## src/hdl/epr_pkg.sv

```systemverilog
// Shared types and constants for the eta/phi region lookup block.
// Used by epr_cell and eta_phi_region_lookup; depends on nothing else.
package epr_pkg;

	localparam int IDX_W    = 6;
	localparam int GRP_W    = 6;
	localparam int REGION_W = 6;
	localparam int COUNT_W  = 7;
	localparam int CFG_W    = 7;
	localparam int CFG_AW   = 2;

	localparam logic ACT_WRITE  = 1'b0;
	localparam logic ACT_LOOKUP = 1'b1;

	localparam logic [CFG_AW-1:0] REG_COUNT  = 2'd0;
	localparam logic [CFG_AW-1:0] REG_ABS    = 2'd1;
	localparam logic [CFG_AW-1:0] REG_GROUPS = 2'd2;

	typedef struct packed {
		logic vld;
		logic act;
		logic done;
		logic found;
	} epr_ctl_t;

endpackage

```

## src/hdl/epr_cell.sv

```systemverilog
// One table entry of the region chain: holds its bounds and group, applies
// writes aimed at it and resolves passing lookups. Depends on epr_pkg.
module epr_cell
	import epr_pkg::*;
#(
	parameter int K          = 0,
	parameter int COORD_BITS = 16
) (
	input  logic                                  clk,
	input  logic                                  arst_n,
	input  logic                                  en,
	input  logic [COUNT_W-1:0]                    cfg_count,
	input  logic                                  cfg_groups,
	input  epr_ctl_t                              ctl_in,
	input  logic [REGION_W-1:0]                   region_in,
	input  logic [IDX_W+4*COORD_BITS+GRP_W:0]     wr_in,
	input  logic signed [COORD_BITS:0]            eta_in,
	input  logic signed [COORD_BITS-1:0]          phi_in,
	output epr_ctl_t                              ctl_out,
	output logic [REGION_W-1:0]                   region_out,
	output logic [IDX_W+4*COORD_BITS+GRP_W:0]     wr_out,
	output logic signed [COORD_BITS:0]            eta_out,
	output logic signed [COORD_BITS-1:0]          phi_out
);

	localparam int C     = COORD_BITS;
	localparam int WR_W  = IDX_W + 4 * C + GRP_W + 1;
	localparam int O_ELO = IDX_W;
	localparam int O_EHI = O_ELO + C;
	localparam int O_PLO = O_EHI + C;
	localparam int O_PHI = O_PLO + C;
	localparam int O_GRP = O_PHI + C;
	localparam int O_GV  = O_GRP + GRP_W;

	logic [C-1:0]        elo_q, ehi_q, plo_q, phh_q;
	logic [GRP_W-1:0]    grp_q;
	logic                gv_q;

	epr_ctl_t            ctl_q;
	logic [REGION_W-1:0] region_q;
	logic [WR_W-1:0]     wr_q;
	logic signed [C:0]   eta_q;
	logic signed [C-1:0] phi_q;

	logic [IDX_W-1:0]    wr_idx;
	logic                wr_hit;
	logic signed [C:0]   elo_x, ehi_x;
	logic signed [C-1:0] plo_s, phh_s;
	logic                eta_ok, phi_ok, active, match;
	logic                found_nx;
	logic [REGION_W-1:0] region_nx;

	assign wr_idx = wr_in[IDX_W-1:0];
	assign wr_hit = ctl_in.vld && (ctl_in.act == ACT_WRITE) && (32'(wr_idx) == K);

	assign elo_x  = $signed({elo_q[C-1], elo_q});
	assign ehi_x  = $signed({ehi_q[C-1], ehi_q});
	assign plo_s  = $signed(plo_q);
	assign phh_s  = $signed(phh_q);
	assign eta_ok = (eta_in >= elo_x) && (eta_in < ehi_x);
	assign phi_ok = (plo_s <= phh_s) ? ((phi_in >= plo_s) && (phi_in < phh_s))
	                                 : ((phi_in >= plo_s) || (phi_in < phh_s));
	assign active = (32'(cfg_count) > K);
	assign match  = ctl_in.vld && (ctl_in.act == ACT_LOOKUP) && !ctl_in.done &&
	                active && eta_ok && phi_ok;

	always_comb begin
		found_nx  = ctl_in.found;
		region_nx = region_in;
		if (match) begin
			if (!cfg_groups) begin
				found_nx  = 1'b1;
				region_nx = REGION_W'(K);
			end else begin
				found_nx  = gv_q;
				region_nx = gv_q ? REGION_W'(grp_q) : '0;
			end
		end
	end

	always_ff @(posedge clk) begin
		if (en && wr_hit) begin
			elo_q <= wr_in[O_ELO +: C];
			ehi_q <= wr_in[O_EHI +: C];
			plo_q <= wr_in[O_PLO +: C];
			phh_q <= wr_in[O_PHI +: C];
			grp_q <= wr_in[O_GRP +: GRP_W];
			gv_q  <= wr_in[O_GV];
		end
	end

	always_ff @(posedge clk or negedge arst_n) begin
		if (!arst_n) begin
			ctl_q <= '0;
		end else if (en) begin
			ctl_q.vld   <= ctl_in.vld;
			ctl_q.act   <= ctl_in.act;
			ctl_q.done  <= ctl_in.done | match;
			ctl_q.found <= found_nx;
		end
	end

	always_ff @(posedge clk) begin
		if (en) begin
			region_q <= region_nx;
			wr_q     <= wr_in;
			eta_q    <= eta_in;
			phi_q    <= phi_in;
		end
	end

	assign ctl_out    = ctl_q;
	assign region_out = region_q;
	assign wr_out     = wr_q;
	assign eta_out    = eta_q;
	assign phi_out    = phi_q;

endmodule

```

## config.mk

```make
export PLATFORM = sky130hd
export DESIGN_NAME = epr_cell
export DESIGN_NICKNAME = d
export VERILOG_FILES = /design/src/hdl/epr_pkg.sv /design/src/hdl/epr_cell.sv
export SDC_FILE = /design/constraint.sdc
export NUM_CORES = 1
export LEC_CHECK = 0
export BUFFER_PORTS_ARGS = -buffer_cell sky130_fd_sc_hd__buf_4
export CORE_AREA = 2 2 137 139
export CTS_CLUSTER_SIZE = 16
export DETAILED_ROUTE_END_ITERATION = 8
export DIE_AREA = 0 0 139 141
export PLACE_DENSITY = 0.79
export SLEW_MARGIN = 20
export SYNTH_ARGS = -nofsm -noshare
export SYNTH_HDL_FRONTEND = slang
export SYNTH_SLANG_ARGS = --single-unit
```

## constraint.sdc

```tcl
create_clock -name clk -period 3.8 [get_ports clk]
set_input_delay 0.19 -clock clk [delete_from_list [all_inputs] [get_ports clk]]
set_output_delay 0.19 -clock clk [all_outputs]
set_load 0.01 [all_outputs]
```

### Yosys cells after proc, flatten, opt, wreduce, memory -nomap -nowiden

Index checks and enable logic that the tools add are counted.

| word-level totals | value |
|---|---|
| register bits after elaboration | 191 |
| output and inout port bits | 120 |
| word-level logic and storage cells | 41 |

| cells by class | value |
|---|---|
| magnitude comparators | 6 |
| mux-type cells | 6 |
| bitwise operators | 2 |
| reductions and logical operators | 13 |

Operator list:

| cell | count |
|---|---|
| $mux 6 | 3 |
| $ge 17x16->1 | 1 |
| $lt 17x16->1 | 1 |
| $ge 16x16->1 | 1 |
| $le 16x16->1 | 1 |
| $lt 16x16->1 | 1 |
| $logic_and 1x1->1 | 10 |
| $gt 7x1->1 const B | 1 |
| $logic_not 6->1 | 1 |
| $mux 1 | 3 |
| $logic_not 1->1 | 1 |
| $logic_or 1x1->1 | 1 |
| $not 1->1 | 1 |
| $or 1x1->1 | 1 |

### Longest topological paths before layout

| logic depth | value |
|---|---|
| depth in word-level cells | 6 |
| mapped depth | 10 |
| mapped depth without buffers | 9 |

### Least setup slack after synthesis

Ideal clock, no wire load.

| timing path | value |
|---|---|
| path kind | input port to flip-flop |
| start | input port wr_in[0] |
| end | register ehi_q[0] (enable) |
| library setup time | 699 ps |
| arrival | 7,842 ps |
| required time | 3,101 ps |
| setup slack | -4,740 ps |
| stages on the path | 3 |
| buffers on the path | 0 |
| cells stage by stage | nor4_1 > nand3b_1 > nor4b_1 |

| on the way | value |
|---|---|
| longest elaborated chain between the ends | 3 |

RTL lines:

| item | RTL line | RTL |
|---|---|---|
| from (decl) | epr_cell.sv:16 | `input logic [IDX_W+4*COORD_BITS+GRP_W:0] wr_in,` |
| $logic_not 6->1 | epr_cell.sv:54 | `assign wr_hit = ctl_in.vld && (ctl_in.act == ACT_WRITE) && (32'(wr_idx) == K);` |
| $logic_and 1x1->1 | epr_cell.sv:54 |  |
| $logic_and 1x1->1 | epr_cell.sv:82 | `if (en && wr_hit) begin` |
| to (signal assigned) | epr_cell.sv:84 | `ehi_q <= wr_in[O_EHI +: C];` |
| to (decl) | epr_cell.sv:35 | `logic [C-1:0] elo_q, ehi_q, plo_q, phh_q;` |

No other way between the ends.
A chain may end at the register's enable or synchronous reset.

### Worst setup path after layout

| timing path | value |
|---|---|
| start | input port eta_in[16] |
| end | register region_q[2] (netlist: region_out[2]) (data pin) |

| on the way | value |
|---|---|
| longest elaborated chain between the ends | 5 |
| elaborated cells between the ends (all ways) | 6 |

RTL lines:

| item | RTL line | RTL |
|---|---|---|
| from (decl) | epr_cell.sv:17 | `input logic signed [COORD_BITS:0] eta_in,` |
| $ge 17x16->1 or $lt 17x16->1 (tied branches) | epr_cell.sv:60 | `assign eta_ok = (eta_in >= elo_x) && (eta_in < ehi_x);` |
| $logic_and 1x1->1 (*) | epr_cell.sv:60 |  |
| $logic_and 1x1->1 (*) (2 in series) | epr_cell.sv:65 | `active && eta_ok && phi_ok;` |
| $mux 6 (*) | epr_cell.sv:70 | `if (match) begin` |
| via region_nx[2] | epr_cell.sv:51 | `logic [REGION_W-1:0] region_nx;` |
| to (signal assigned) | epr_cell.sv:105 | `region_q <= region_nx;` |
| to (decl) | epr_cell.sv:40 | `logic [REGION_W-1:0] region_q;` |

The timed path passes the listed nets; every way through them passes the cells marked *.

==> metrics.md <==
| Metric | Value |
|---|---|
| Initial DRC count | around 290 |
| Initial Util | a little over two fifths |
| Area occupied by multi-input gates | around 0.002 mm2 |
| Max IR drop VDD | 0.308 mV |
| DR vias | between 5000 and 6000 |
| Share of post-route cells with drive strength above 1 | 33.7% |
| Synthesized area per cell | around 16 um2 |
| Yosys top cell area share | 70.2% |
| Htree depth | 4 |
| Final Critical Period | roughly 3.6 ns |
| Routed length per placed instance | 18.4 um |
| Nets | about 1100 |
| Rel. slew slack | a little over a third |
| Layout Skew | around 0.0099 ns |
| Flops & latches, synth | ~190 |
| DRT antenna net count | 0 |
| Final Hold Violating Endpoints | 0 |
| Synth Net Count | between 700 and 800 |
| Final HPWL DP | between 10000 and 15000 um |
| GP Congestion | around 0.80 |
| Drt drc | 0 |
| Final TNS setup | 0 ns |
| Clock Tree Root | clkbuf_16 |
| Largest net degree at the start of global routing | 72 |
| RSZ-0062 raised after global routing | false |
| Critical-path maximum fanout | 8 |
| 1st-pass router iterations | 5 |
| Port buffer count | 250 |
| Die Ht | about 140 um |
| Initial antenna violation count | 1 |
| P per Cell Area | 408 mW/mm2 |
| Grt ovf | 0 |
| Crit. End Element | flop |
| CTS Buffer Depth | 2 |
| Status | finished, final reports clean |
| Final setup fails | 0 |
| Die X | roughly 140 um |
| Static Leak | between 5 and 6 nW |
| Worst Setup Start Kind | input port |
| Vias in the first global route | ~6000 |
| Yosys cell types | 48 |
| Row count | 50 |
| Count leader, synth | edfxtp_1 |
| CTS Sinks | 191 |
| Slew Viols, Final | 0 |
| Slew @ Worst Pin | about 0.97 ns |
| Area growth, synth to finish | 49.1% |
| Async SR Flop Fraction | between 2 and 2.5% |
| Register Area | 0.00572 mm2 |
| Top_reg_cell synth | edfxtp_1 |
| Cell count after synthesis | roughly 500 |
| Die ar. | about 0.02 mm2 |
| Routed WL | just over 20000 um |
| Clk pin slew, worst setup/hold paths | 0.08 ns |
| Synth Cell Area | 0.00799 mm2 |
| Worst Path Arrival | 3.78 ns |
| YS warnings | 0 |
| Sequential area share after synthesis | 71.5% |
| Final Util | about two thirds |
| Synth area leaders | edfxtp_1 (70%), ha_1 (13%), inv_1 (3.1%) |
| WS Path Type | in2reg |
| Final period util | a little over nine tenths |
| Fillcell total | about 1300 |
| Worst Path Required | between 3 and 4 ns |
| Clock Latency Late Sink | 0.44 ns |
| CTS tree | yes |
| I/O pin total | 251 |
| Synth area leader | edfxtp_1 |
| CTS Buf Count | 17 |
| Via density per instance | 5.01 |
| HP Class | in2reg |
| First-pass GRT wire length | 31800 um |
| Fmax | roughly 280 MHz |
| # Max-Cap Violations | 0 |
| Total Routing Usage GR | a little over a fifth |
| Core area | 0.0183 mm2 |
| Commonest cells post-synth | edfxtp_1 (187), ha_1 (80), inv_1 (66), a21oi_1 (26), nand2_1 (20) |
| EDFF count, synth | 187 |
==> worst paths after layout <==
check,cells past startpoint,start,to,slack (ns)
hold / removal,2,ctl_in[2],ctl_out[2]$_DFFE_PN0P_,0.07
max in group asynchronous,2,arst_n,ctl_out[0]$_DFFE_PN0P_,3.58
setup / recovery,10,eta_in[16],region_out[2]$_DFFE_PP_,0.20
setup reg to reg,9,ehi_q[15]$_DFFE_PP_,region_out[2]$_DFFE_PP_,0.29
hold reg to reg,1,ctl_out[1]$_DFFE_PN0P_,ctl_out[1]$_DFFE_PN0P_,0.51
min in group asynchronous,2,arst_n,ctl_out[3]$_DFFE_PN0P_,0.10
==> cells by family (layout without fill, tap and decap cells) <==
kind of cell	Yosys count	after routing	synth area share [%]
flops	191	191	71.5
buf+inv	68	463	3.29
compound gates	73	73	5.99
other cells	0	1	0
fa+ha+maj	80	80	12.5
simple gates	76	76	5.29
mux	8	8	1.41
==> stage by stage <==
stage	setup slack (ns)	cell area [um2]	hold WS (ns)	instances	total power [mW]
floorplan	0.445	8010	-0.106	496	2.63
global route	0.0484	11900	0.0538	1126	5.02
CTS	0.144	11900	0.0201	1125	4.89
detailed placement	0.211	10200	0.00268	981	2.98
global placement	0.303	10200	0.00462	981	2.97
finish	0.198	11900	0.0674	1126	4.87
==> placed cells by master, fill, tap and decap left out, drive strengths merged, types with 2 or more instances in the layout <==
cell	count
clkbuf	18
buf	253
inv	71
mux2	8
nand4	9
and4	4
and3	9
a31oi	2
dfrtp	4
nand2b	2
nor3	3
o21ai	12
bufinv	2
o211ai	4
edfxtp	187
nor2	11
a21o	10
a21oi	26
nand2	20
and4b	2
clkinv	3
a211oi	2
nand3	4
nor2b	4
nor4	2
o21a	2
ha	80
a221oi	2
clkinvlp	4
dlygate4sd3	112
o311ai	2
==> registers in the layout, indices dropped and copies added (netlist names) <==
name and count:
grp_q 6, wr_out 77, eta_out 17, phh_q 16, elo_q 16, ehi_q 16
gv_q 1, phi_out 16, ctl_out 4, plo_q 16, region_out 6
==> routing by layer <==
metal  vias up  wire length, um  track usage (%)
met5         -                0                0
met4         0              592             8.56
met3        42              999             3.94
met2       211            10900             37.6
met1      2736             8230             25.8
li1       2650                -                -
==> final cells by class <==
class / count / share of cell area (%)
sequential: 191 / 48.0
clock buffer: 18 / 3.60
clock inverter: 14 / 1.47
timing repair buffer: 365 / 25.3
multi-input combinational: 237 / 17.1
antenna: 1 / 0.0210
inverter: 66 / 2.08
tap: 234 / 2.46
==> what timing repair did <==
| action | in CTS | in global routing |
|---|---|---|
| buffers inserted | 0 | 0 |
| hold endpoints to repair | 186 | 0 |
| gates resized for setup | 0 | 1 |
| hold buffers | 112 | 0 |
| endpoints found under the setup margin | 0 | 6 |
==> worst max-delay path, cell delays in order <==
cell           delay [ns]
dlygate4sd3_1        0.56
buf_4                0.16
ha_1                 0.33
nand4_1              0.17
nor3_1               0.53
o311ai_1             0.34
a21o_1               0.24
a221oi_1             0.42
and4_2               0.51
mux2_4               0.33
==> power by group <==
| part | switching (mW) | total (mW) | internal [mW] |
|---|---|---|---|
| combinational | 0.250 | 0.574 | 0.324 |
| clock | 0.835 | 1.83 | 0.995 |
| sequential | 0.0345 | 2.46 | 2.43 |
| total | 1.12 | 4.87 | 3.75 |
No activity file was read; power rests on OpenSTA's default activity.
